--- config.mk ---
export PLATFORM = sky130hd
export DESIGN_NAME = four_channel_h_bridge_pwm_top_flat
export DESIGN_NICKNAME = d
export VERILOG_FILES = /design/src/rtl/fchb_pkg.sv /design/src/rtl/fchb_if.sv /design/src/rtl/four_channel_h_bridge_pwm_top.sv /design/src/flat_wrapper.sv
export SDC_FILE = /design/constraint.sdc
export NUM_CORES = 1
export LEC_CHECK = 0
export ABC_AREA = 1
export BUFFER_PORTS_ARGS = -buffer_cell sky130_fd_sc_hd__buf_2
export CAP_MARGIN = 15
export CELL_PAD_IN_SITES_DETAIL_PLACEMENT = 1
export CELL_PAD_IN_SITES_GLOBAL_PLACEMENT = 1
export CORE_MARGIN = 5
export CORE_UTILIZATION = 43
export DETAILED_ROUTE_END_ITERATION = 12
export GPL_TIMING_DRIVEN = 0
export PLACE_DENSITY_LB_ADDON = 0.15
export SKIP_LAST_GASP = 1
export SLEW_MARGIN = 5
export SYNTH_ARGS = -nofsm -noshare
export SYNTH_HDL_FRONTEND = slang
export SYNTH_SLANG_ARGS = --single-unit
export TNS_END_PERCENT = 1
--- constraint.sdc ---
create_clock -name clk -period 4.93 [get_ports clk]
set_clock_uncertainty 0.1 [all_clocks]
set_input_delay 0.2465 -clock clk [delete_from_list [all_inputs] [get_ports clk]]
set_output_delay 0.2465 -clock clk [all_outputs]
set_load 0.1 [all_outputs]
--- src/rtl/fchb_pkg.sv ---
// Package for the four-channel H-bridge PWM driver.
// Holds command, direction and register codes and the channel item types.
// No dependencies.
package fchb_pkg;

  localparam int unsigned Channels = 4;
  localparam int unsigned SpeedW = 16;
  localparam int unsigned CfgDataW = 16;

  typedef enum logic [2:0] {
    CMD_TICK    = 3'd0,
    CMD_SET4    = 3'd1,
    CMD_SET_LR  = 3'd2,
    CMD_ENABLE  = 3'd3,
    CMD_DISABLE = 3'd4
  } cmd_t;

  typedef enum logic [1:0] {
    DIR_STOP    = 2'd0,
    DIR_FORWARD = 2'd1,
    DIR_REVERSE = 2'd2
  } dir_t;

  typedef enum logic [1:0] {
    CFG_REVERSED_MASK = 2'd0,
    CFG_PWM_PERIOD    = 2'd1,
    CFG_TICKS_PER_MS  = 2'd2
  } cfg_index_t;

  typedef struct packed {
    cmd_t                     cmd;
    logic signed [SpeedW-1:0] speed_a;
    logic signed [SpeedW-1:0] speed_b;
    logic signed [SpeedW-1:0] speed_c;
    logic signed [SpeedW-1:0] speed_d;
  } in_item_t;

  typedef struct packed {
    logic [Channels-1:0] in1_pins;
    logic [Channels-1:0] in2_pins;
    logic [Channels-1:0] pwm_pins;
    logic                standby_pin;
    logic                ms_pulse;
    logic [31:0]         ms_count;
  } out_item_t;

endpackage

--- src/rtl/fchb_if.sv ---
// Valid/ready channel interfaces for command and result transfers.
// Depends on fchb_pkg for the payload types.
interface fchb_in_if;
  logic               valid;
  logic               ready;
  fchb_pkg::in_item_t payload;

  modport source (output valid, output payload, input ready);
  modport sink (input valid, input payload, output ready);
endinterface

interface fchb_out_if;
  logic                valid;
  logic                ready;
  fchb_pkg::out_item_t payload;

  modport source (output valid, output payload, input ready);
  modport sink (input valid, input payload, output ready);
endinterface

--- src/rtl/four_channel_h_bridge_pwm_top.sv ---
// Four-channel H-bridge PWM driver: command decode, motor state and result register.
// Depends on fchb_pkg and the channel interfaces in fchb_if.sv.

// Each command transfer produces exactly one result transfer, registered in the
// cycle after the command is taken. The block takes one command every cycle:
// all work for a command is a single combinational pass (clamp, compare and
// counter increments) into the motor state and the result register, and the
// next command is taken in the same cycle that the pending result transfers,
// so the rate is one item per clock, limited only by result backpressure.
// Set commands clamp each speed to -100..100, negate it for channels whose
// reversed_mask bit is set, and derive direction pins and duty; a zero speed
// stops the channel and drops its PWM pin at once. Tick commands advance the
// millisecond prescaler (ms_pulse, ms_count) and the PWM counter, then refresh
// every PWM pin. Disable stops all channels and drops standby until enable.
// Configuration writes through cfg_we/cfg_index/cfg_data take effect on the
// next command; an index past the last register is ignored.
module four_channel_h_bridge_pwm_top (
  input  logic                           clk,
  input  logic                           rst,
  fchb_in_if.sink                        cmd_ch,
  fchb_out_if.source                     result_ch,
  input  logic                           cfg_we,
  input  logic [1:0]                     cfg_index,
  input  logic [fchb_pkg::CfgDataW-1:0]  cfg_data
);

  localparam int unsigned Ch = fchb_pkg::Channels;

  // Configuration registers.
  logic [Ch-1:0] reversed_mask;
  logic [7:0]    pwm_period;
  logic [15:0]   ticks_per_ms;

  // Motor and timing state.
  fchb_pkg::dir_t motor_dir [Ch];
  logic [6:0]     motor_duty [Ch];
  logic [Ch-1:0]  pwm_level;
  logic [7:0]     pwm_counter;
  logic [15:0]    ms_divider;
  logic [31:0]    ms_total;
  logic           driver_enabled;

  fchb_pkg::dir_t motor_dir_next [Ch];
  logic [6:0]     motor_duty_next [Ch];
  logic [Ch-1:0]  pwm_level_next;
  logic [7:0]     pwm_counter_next;
  logic [15:0]    ms_divider_next;
  logic [31:0]    ms_total_next;
  logic           driver_enabled_next;
  logic           ms_pulse_next;

  // Result register.
  logic                out_valid;
  fchb_pkg::out_item_t out_item;
  fchb_pkg::out_item_t out_item_next;

  logic cmd_xfer;

  // Take a command whenever the result slot is empty or drains this cycle.
  assign cmd_ch.ready = !out_valid || result_ch.ready;
  assign cmd_xfer     = cmd_ch.valid && cmd_ch.ready;

  assign result_ch.valid   = out_valid;
  assign result_ch.payload = out_item;

  // Clamp to +-100 and apply the reverse flag.
  function automatic logic signed [7:0] shape_speed(
    input logic signed [fchb_pkg::SpeedW-1:0] s,
    input logic                               rev
  );
    logic signed [7:0] v;
    if (s > 16'sd100) begin
      v = 8'sd100;
    end else if (s < -16'sd100) begin
      v = -8'sd100;
    end else begin
      v = s[7:0];
    end
    if (rev) begin
      v = -v;
    end
    return v;
  endfunction

  // Configuration writes.
  always_ff @(posedge clk) begin
    if (rst) begin
      reversed_mask <= '0;
      pwm_period    <= 8'd100;
      ticks_per_ms  <= 16'd20;
    end else if (cfg_we) begin
      unique case (cfg_index)
        fchb_pkg::CFG_REVERSED_MASK: reversed_mask <= cfg_data[Ch-1:0];
        fchb_pkg::CFG_PWM_PERIOD:    pwm_period    <= cfg_data[7:0];
        fchb_pkg::CFG_TICKS_PER_MS:  ticks_per_ms  <= cfg_data[15:0];
        default: ;
      endcase
    end
  end

  // Next state and result for the command on the input channel.
  always_comb begin
    logic signed [fchb_pkg::SpeedW-1:0] raw [Ch];
    logic signed [7:0] shaped;
    logic signed [7:0] neg;
    logic [15:0]       div_inc;
    logic [7:0]        cnt_inc;
    logic              do_set;

    for (int i = 0; i < Ch; i++) begin
      motor_dir_next[i]  = motor_dir[i];
      motor_duty_next[i] = motor_duty[i];
    end
    pwm_level_next      = pwm_level;
    pwm_counter_next    = pwm_counter;
    ms_divider_next     = ms_divider;
    ms_total_next       = ms_total;
    driver_enabled_next = driver_enabled;
    ms_pulse_next       = 1'b0;
    do_set              = 1'b0;
    shaped              = '0;
    neg                 = '0;
    div_inc             = ms_divider + 16'd1;
    cnt_inc             = pwm_counter + 8'd1;

    // Speed routing; disable drives zero into every channel.
    raw[0] = cmd_ch.payload.speed_a;
    raw[1] = cmd_ch.payload.speed_b;
    raw[2] = cmd_ch.payload.speed_c;
    raw[3] = cmd_ch.payload.speed_d;

    unique case (cmd_ch.payload.cmd)
      fchb_pkg::CMD_TICK: begin
        if (div_inc >= ticks_per_ms) begin
          ms_divider_next = '0;
          ms_total_next   = ms_total + 32'd1;
          ms_pulse_next   = 1'b1;
        end else begin
          ms_divider_next = div_inc;
        end
        pwm_counter_next = (cnt_inc >= pwm_period) ? 8'd0 : cnt_inc;
        for (int i = 0; i < Ch; i++) begin
          pwm_level_next[i] = (motor_dir[i] != fchb_pkg::DIR_STOP) &&
                              ({1'b0, motor_duty[i]} > pwm_counter_next);
        end
      end
      fchb_pkg::CMD_SET4: begin
        do_set = 1'b1;
      end
      fchb_pkg::CMD_SET_LR: begin
        do_set = 1'b1;
        raw[0] = cmd_ch.payload.speed_b;
        raw[1] = cmd_ch.payload.speed_b;
        raw[2] = cmd_ch.payload.speed_a;
        raw[3] = cmd_ch.payload.speed_a;
      end
      fchb_pkg::CMD_ENABLE: begin
        driver_enabled_next = 1'b1;
      end
      fchb_pkg::CMD_DISABLE: begin
        do_set = 1'b1;
        driver_enabled_next = 1'b0;
        for (int i = 0; i < Ch; i++) begin
          raw[i] = '0;
        end
      end
      default: ;
    endcase

    if (do_set) begin
      for (int i = 0; i < Ch; i++) begin
        shaped = shape_speed(raw[i], reversed_mask[i]);
        neg    = -shaped;
        if (shaped > 8'sd0) begin
          motor_dir_next[i]  = fchb_pkg::DIR_FORWARD;
          motor_duty_next[i] = shaped[6:0];
        end else if (shaped < 8'sd0) begin
          motor_dir_next[i]  = fchb_pkg::DIR_REVERSE;
          motor_duty_next[i] = neg[6:0];
        end else begin
          // Stopped channel: force its PWM pin low now.
          motor_dir_next[i]  = fchb_pkg::DIR_STOP;
          motor_duty_next[i] = '0;
          pwm_level_next[i]  = 1'b0;
        end
      end
    end

    for (int i = 0; i < Ch; i++) begin
      out_item_next.in1_pins[i] = (motor_dir_next[i] == fchb_pkg::DIR_FORWARD);
      out_item_next.in2_pins[i] = (motor_dir_next[i] == fchb_pkg::DIR_REVERSE);
    end
    out_item_next.pwm_pins    = pwm_level_next;
    out_item_next.standby_pin = driver_enabled_next;
    out_item_next.ms_pulse    = ms_pulse_next;
    out_item_next.ms_count    = ms_total_next;
  end

  // Commit state on each command transfer.
  always_ff @(posedge clk) begin
    if (rst) begin
      for (int i = 0; i < Ch; i++) begin
        motor_dir[i]  <= fchb_pkg::DIR_STOP;
        motor_duty[i] <= '0;
      end
      pwm_level      <= '0;
      pwm_counter    <= '0;
      ms_divider     <= '0;
      ms_total       <= '0;
      driver_enabled <= 1'b1;
    end else if (cmd_xfer) begin
      for (int i = 0; i < Ch; i++) begin
        motor_dir[i]  <= motor_dir_next[i];
        motor_duty[i] <= motor_duty_next[i];
      end
      pwm_level      <= pwm_level_next;
      pwm_counter    <= pwm_counter_next;
      ms_divider     <= ms_divider_next;
      ms_total       <= ms_total_next;
      driver_enabled <= driver_enabled_next;
    end
  end

  // Result slot: fill on command transfer, drain on result transfer.
  always_ff @(posedge clk) begin
    if (rst) begin
      out_valid <= 1'b0;
    end else if (cmd_xfer) begin
      out_valid <= 1'b1;
    end else if (result_ch.ready) begin
      out_valid <= 1'b0;
    end
  end

  always_ff @(posedge clk) begin
    if (cmd_xfer) begin
      out_item <= out_item_next;
    end
  end

endmodule

--- src/flat_wrapper.sv ---
// flat-port wrapper written by rule: the top's interface ports become plain ports
module four_channel_h_bridge_pwm_top_flat 
  (clk, rst, cfg_we, cfg_index, cfg_data, cmd_ch_valid, cmd_ch_payload, cmd_ch_ready, result_ch_valid, result_ch_payload, result_ch_ready);
  fchb_in_if cmd_ch_i ();
  fchb_out_if result_ch_i ();
  input  logic clk;
  input  logic rst;
  input  logic cfg_we;
  input  logic [1:0] cfg_index;
  input  logic [fchb_pkg::CfgDataW-1:0] cfg_data;
  input wire logic [$bits(cmd_ch_i.valid)-1:0] cmd_ch_valid;
  input wire logic [$bits(cmd_ch_i.payload)-1:0] cmd_ch_payload;
  output wire logic [$bits(cmd_ch_i.ready)-1:0] cmd_ch_ready;
  output wire logic [$bits(result_ch_i.valid)-1:0] result_ch_valid;
  output wire logic [$bits(result_ch_i.payload)-1:0] result_ch_payload;
  input wire logic [$bits(result_ch_i.ready)-1:0] result_ch_ready;
  assign cmd_ch_i.valid = cmd_ch_valid;
  assign cmd_ch_i.payload = cmd_ch_payload;
  assign cmd_ch_ready = cmd_ch_i.ready;
  assign result_ch_valid = result_ch_i.valid;
  assign result_ch_payload = result_ch_i.payload;
  assign result_ch_i.ready = result_ch_ready;
  four_channel_h_bridge_pwm_top u_core (.clk(clk), .rst(rst), .cmd_ch(cmd_ch_i), .result_ch(result_ch_i), .cfg_we(cfg_we), .cfg_index(cfg_index), .cfg_data(cfg_data));
endmodule
# Yosys cells after proc, flatten, opt, wreduce, memory -nomap -nowiden
# Memories as Yosys holds them, arrays and structs flattened.
# Cells that the tools add are included.
[totals]
ff_bits = 136
ram_bits = 36
inputBits = 90
out_inout_bits = 48
word_cells = 162
mem_count = 2
[mem_list]
columns = ["memory", "depth", "word_bits", "rd", "rd_clocked_by_memory_dff", "write_ports", "line_no", "rtl"]
rows = [
  ["u_core.motor_duty", 4, 7, 4, 0, 4, "four_channel_h_bridge_pwm_top.sv:36", "logic [6:0] motor_duty [Ch];"],
  ["u_core.motor_dir", 4, 2, 4, 0, 4, "four_channel_h_bridge_pwm_top.sv:35", "fchb_pkg::dir_t motor_dir [Ch];"],
]
[op_classes]
addsub = 11
n_lt_le_gt_ge = 22
eq_ne = 14
muxes = 71
n_bitwise = 8
reduce_logical = 19
[ops]
columns = ["operator", "n"]
rows = [
  ["$mux 8", 22],
  ["$pmux 64 s2", 1],
  ["$mux 7", 12],
  ["$gt 16x8->1 const B", 4],
  ["$lt 16x8->1 const B", 4],
  ["$mux 32", 2],
  ["$add 32x1->32 const B", 1],
  ["$gt 7x8->1", 4],
  ["$gt 8x1->1 const B", 4],
  ["$lt 8x1->1 const B", 4],
  ["$neg 8->8", 4],
  ["$mux 28", 1],
  ["$neg 7->7", 4],
  ["$mux 2", 12],
  ["$mux 1", 17],
  ["$add 16x1->16 const B", 1],
  ["$ge 16x16->1", 1],
  ["$mux 16", 1],
  ["$eq 2x1->1 const B", 5],
  ["$eq 2x2->1 const B", 5],
  ["$reduce_bool 2->1", 5],
  ["$add 8x1->8 const B", 1],
  ["$ge 8x8->1", 1],
  ["$mux 4", 2],
  ["12 further kinds", 27],
]

# Logic depth before layout (Yosys ltp)
[logic_depth]
word_depth = 14
mapped_depth = 29

# Least setup slack after synthesis
# OpenSTA, ideal clock, no wires.
[synth_timing]
kind = "register to register"
startpoint = "register u_core.out_valid, in the netlist u_core.result_ch.valid"
endpoint = "memory u_core.motor_duty[0][0], enable pin"
setup_time_ns = 0.452
arrival_ns = 4.384
required_ns = 4.378
setup_slack_ns = -0.006
stages_incl_launch_ff = 7
n_path_buf = 1
period_less_slack_ns = 4.936
path_cell_list = "dfxtp_1 -> nand2_1 -> nand2_1 -> nor2_1 -> clkinv_1 -> clkbuf_1 -> o21ai_0"
[synth_rtl]
columns = ["item", "line_no", "rtl"]
rows = [
  ["start, declared", "four_channel_h_bridge_pwm_top.sv:53", "logic out_valid;"],
  ["start signal, assigned", "four_channel_h_bridge_pwm_top.sv:227", "out_valid <= 1'b0;"],
  ["start signal, assigned", "four_channel_h_bridge_pwm_top.sv:229", "out_valid <= 1'b1;"],
  ["start signal, assigned", "four_channel_h_bridge_pwm_top.sv:231", "out_valid <= 1'b0;"],
  ["end, declared", "four_channel_h_bridge_pwm_top.sv:36", ""],
]

# Final worst setup path
[layout_timing]
startpoint = "register u_core.ms_divider[2]"
endpoint = "register u_core.out_item (netlist bit u_core.result_ch.payload[28]), data pin"
[layout_between]
elab_chain_len = 4
[layout_lines]
columns = ["item", "line_no", "rtl"]
rows = [
  ["start, declared", "four_channel_h_bridge_pwm_top.sv:39", "logic [15:0] ms_divider;"],
  ["start signal, assigned", "four_channel_h_bridge_pwm_top.sv:218", "ms_divider <= ms_divider_next;"],
  ["$add 16x1->16", "four_channel_h_bridge_pwm_top.sv:123", "div_inc = ms_divider + 16'd1;"],
  ["$ge 16x16->1", "four_channel_h_bridge_pwm_top.sv:134", "if (div_inc >= ticks_per_ms) begin"],
  ["$mux 32", "four_channel_h_bridge_pwm_top.sv:134", ""],
  ["$mux 32", "four_channel_h_bridge_pwm_top.sv:132", "unique case (cmd_ch.payload.cmd)"],
  ["via u_core.ms_total_next[28]", "four_channel_h_bridge_pwm_top.sv:48", "logic [31:0] ms_total_next;"],
  ["end signal, assigned", "four_channel_h_bridge_pwm_top.sv:237", "out_item <= out_item_next;"],
  ["end, declared", "four_channel_h_bridge_pwm_top.sv:54", "fchb_pkg::out_item_t out_item;"],
]
# The timed path passes the listed nets, and every way through them passes these cells.
# A chain may end at the register's enable or synchronous reset.

==> results.ini <==
[clock_tree]
clockBufferDepth = 2
htreeDepth = 4
path_clk_slew_ns = 0.07
post_cts_buffers = 0
cts_tree = built
cts_root_buffer = clkbuf_16
clkSinkCount = 172
clk_latency_ns = 0.43
cts_buffers = 17

[synthesis]
yosysUniqueCellTypes = 50
synth_compound_area_share_pct = 11.2
yosys_most_used_dff = dfxtp_1
synth_mux_area_share_pct = 0
synth_edf_count = 82
synth_fa_ha_area_share_pct = 7.05
syn_area_mm2 = 0.0112
yosys_warnings = 0
synth_xor_area_share_pct = 4.15
synth_nets = 1676
synth_top_family_by_area = simple AND/OR/NAND/NOR gates
syn_inst = 1523
ys_seq_area_share_pct = 38.2
yosys.area_share.simple_pct = 30.4
ys_ff_latch = 172
syn_area_per_cell_um2 = 7.34
async_flop_share_pct = 0

[finish]
nets = 1841
diodes = 0
drive_gt1_share_pct = 15.4
area_growth_pct = 16.1
final_util_pct = 50.2
fillers = 3394

[floorplanning]
fp-row-count = 59
initial_utilization_pct = 43.3
dieWidth_um = 171
num_io_pins = 138
core_mm2 = 0.0258
die_area_mm2 = 0.0293
die_y_um = 171

[power]
max-vdd-ir-drop_uv = 205
p_leak_uw = 0.00605
power_density_mw_per_mm2 = 288

[detailed_routing]
ant_nets = 0
route.detailed.drc = 0
dr.pass1.iters = 5
drt-total-wl_mm = 33.7
vias_per_cell = 5.24
vias = 10700
drt-initial-drc-count = 512
drt-wirelength-per-cell_um = 16.6

[sta]
period_share_pct = 91.1
finalHoldViolCount = 0
setup_viol = 0
tns_ns = 0
relSlewSlack_pct = 31.5
drv_slew = 0
finalCriticalPeriod_ns = 4.49
tightest_slew_ns = 1.03
fmax_mhz = 223
whs_ns = 0.0135
rsz0062_at_grt = no

[flow_run]
maxCapViolCount = 0

[placement]
io_buffer_count = 137
gp_congestion = 0.913
dp_hpwl_mm = 26.8

[hold_path]
holdPathEnd = u_core.pwm_period[0]
hold_path_depth = 3
hold_class = input port to register
worstHoldStart = cfg_data[0]

[critical_path]
reg2reg_to = u_core.result_ch.payload[28]
crit_required_ns = 5.01
cp_max_fo = 9
endpoint_kind = register
critPathArrivalTime_ns = 4.57
rr_worst_depth = 21
start_kind = register
r2r_start = u_core.ms_divider[2]
reg2reg_slack_ns = 0.44
crit_type = register to register

[grt]
globalRouteOverflowTotal = 0
grt_pass1_vias = 11300
grt.total_usage_pct = 23.1
grt_start_max_net_pins = 30
grt_pass1_wl_mm = 55.1
antenna_found_initial = 0

[outcome]
outcome = finished clean

[routing by layer]
metal | part of all wire [%] | global-route usage, % | vias up
met5 | 0 | 0 | -
met4 | 2.8 | 7.92 | 0
met3 | 3.6 | 3.45 | 59
met2 | 50 | 42.2 | 236
met1 | 44 | 27.7 | 5052
li1 | - | - | 5325
[report_power, final]
part | switching, µW | internal [µW] | total, µW
sequential | 25.1 | 1560 | 1590
clock | 630 | 695 | 1330
combinational | 602 | 227 | 829
[stage by stage]
| step | std cells | total power, µW | setup slack [ns] | instance area (µm²) |
|---|---|---|---|---|
| after global placement | 1995 | 2410 | 0.329 | 12300 |
| after global routing | 2036 | 3920 | 0.0204 | 13000 |
| final | 2036 | 3740 | 0.440 | 13000 |
| after detailed placement | 1997 | 2440 | 0.179 | 12300 |
| after floorplan | 1523 | 2210 | 0.755 | 11200 |
| after CTS | 2036 | 3770 | 0.113 | 13000 |
[cell type report]
type	instances	area [µm²]	area share, %
sequential	172	4260	32.9
clock inverter	13	125	0.964
timing repair buffer	146	791	6.09
tap	335	419	3.23
multi-input combinational	1101	5910	45.6
buffer	40	223	1.72
clock buffer	19	453	3.49
inverter	210	788	6.07
[critical path, stage by stage (launching register included)]
cell and delay (ns):
dfxtp_1 0.39, nand3_1 0.13, nor3_1 0.27, nand3_1 0.19
nor3_1 0.29, nand3_1 0.17, nor2_1 0.16, nand4_1 0.12
xnor2_1 0.21, ha_1 0.33, nand2_1 0.08, inv_1 0.05
nand3_1 0.08, nor3_1 0.28, nand2_1 0.11, nand3_1 0.17
nand2_2 0.18, inv_1 0.20, nand2_1 0.13, nor3_1 0.31
xor2_1 0.24, inv_1 0.06
[Yosys cell counts (3+ instances only)]
master,instances,area share (%)
nor2_2,7,0.39
o41ai_1,4,0.31
edfxtp_1,82,22
inv_2,14,0.47
a21oi_1,96,4.3
a22oi_1,3,0.20
o21ai_2,4,0.31
nand2_4,3,0.30
inv_1,193,6.5
clkinv_1,3,0.10
ha_1,63,7.1
nand3b_1,14,0.94
buf_2,6,0.27
buf_6,8,0.81
nand2_1,404,14
xnor2_1,5,0.39
o21a_1,6,0.40
nor2_4,3,0.30
nor3_1,19,0.85
nand3_1,128,5.7
nand3_2,14,1.3
dfxtp_1,90,16
o211ai_1,5,0.34
o21ai_0,72,3.2
o22ai_1,7,0.39
o21ai_1,10,0.45
nand2_2,17,0.95
nand4_1,21,1.2
o21bai_1,4,0.27
nor2_1,123,4.1
xor2_1,48,3.8
clkbuf_1,23,0.77
[flip-flops by register name, summed over array words and instances (netlist names)]
signal / cells
u_core.driver_enabled: 1
u_core.motor_dir: 8
u_core.motor_duty: 28
u_core.ms_divider: 16
u_core.ms_total: 32
u_core.pwm_counter: 8
u_core.pwm_level: 4
u_core.pwm_period: 8
u_core.result_ch.payload: 46
u_core.result_ch.valid: 1
u_core.reversed_mask: 4
u_core.ticks_per_ms: 16
[kinds of logic after synthesis]
logic type,Yosys count
adder cells (fa/ha/maj),63
buffers and inverters,250
flip-flops,172
AND/OR/NAND/NOR,762
AO/OA/AOI/OAI,223
XOR/XNOR,53
[placed cells by master, fill, tap and decap left out, drive strengths merged]
cell type	instances
a21boi	2
a21oi	98
a221oi	2
a22o	2
a22oi	3
and2	2
buf	155
clkbuf	43
clkinv	6
clkinvlp	3
dfxtp	90
dlygate4sd3	7
edfxtp	82
ha	63
inv	214
nand2	424
nand3	143
nand3b	14
nand4	22
nor2	133
nor3	20
nor3b	1
nor4	2
o211ai	5
o21a	6
o21ai	87
o21bai	4
o221ai	1
o22ai	8
o31ai	1
o41ai	4
or2	1
xnor2	5
xor2	48
[repair_timing]
action,in CTS,in global routing
endpoints found under the setup margin,0,24
endpoints found under the hold margin,7,0
resized for setup,0,3
hold buffers,7,0
[how the worst max path moves through the flow]
stage,cells after the start,end,startpoint,slack [ns]
2_1_floorplan,6,u_core.motor_duty[0][0],u_core.result_ch.valid,0.75
3_3_place_gp,21,u_core.result_ch.payload[4],u_core.ms_divider[0],0.33
3_5_place_dp,21,u_core.result_ch.payload[4],u_core.ms_divider[0],0.18
4_1_cts,22,u_core.ms_total[12],u_core.ms_divider[0],0.11
5_1_grt,21,u_core.result_ch.payload[28],u_core.ms_divider[0],0.02
6_report,21,u_core.result_ch.payload[28],u_core.ms_divider[2],0.44
Note: power is estimated with default switching activity, not from simulation.
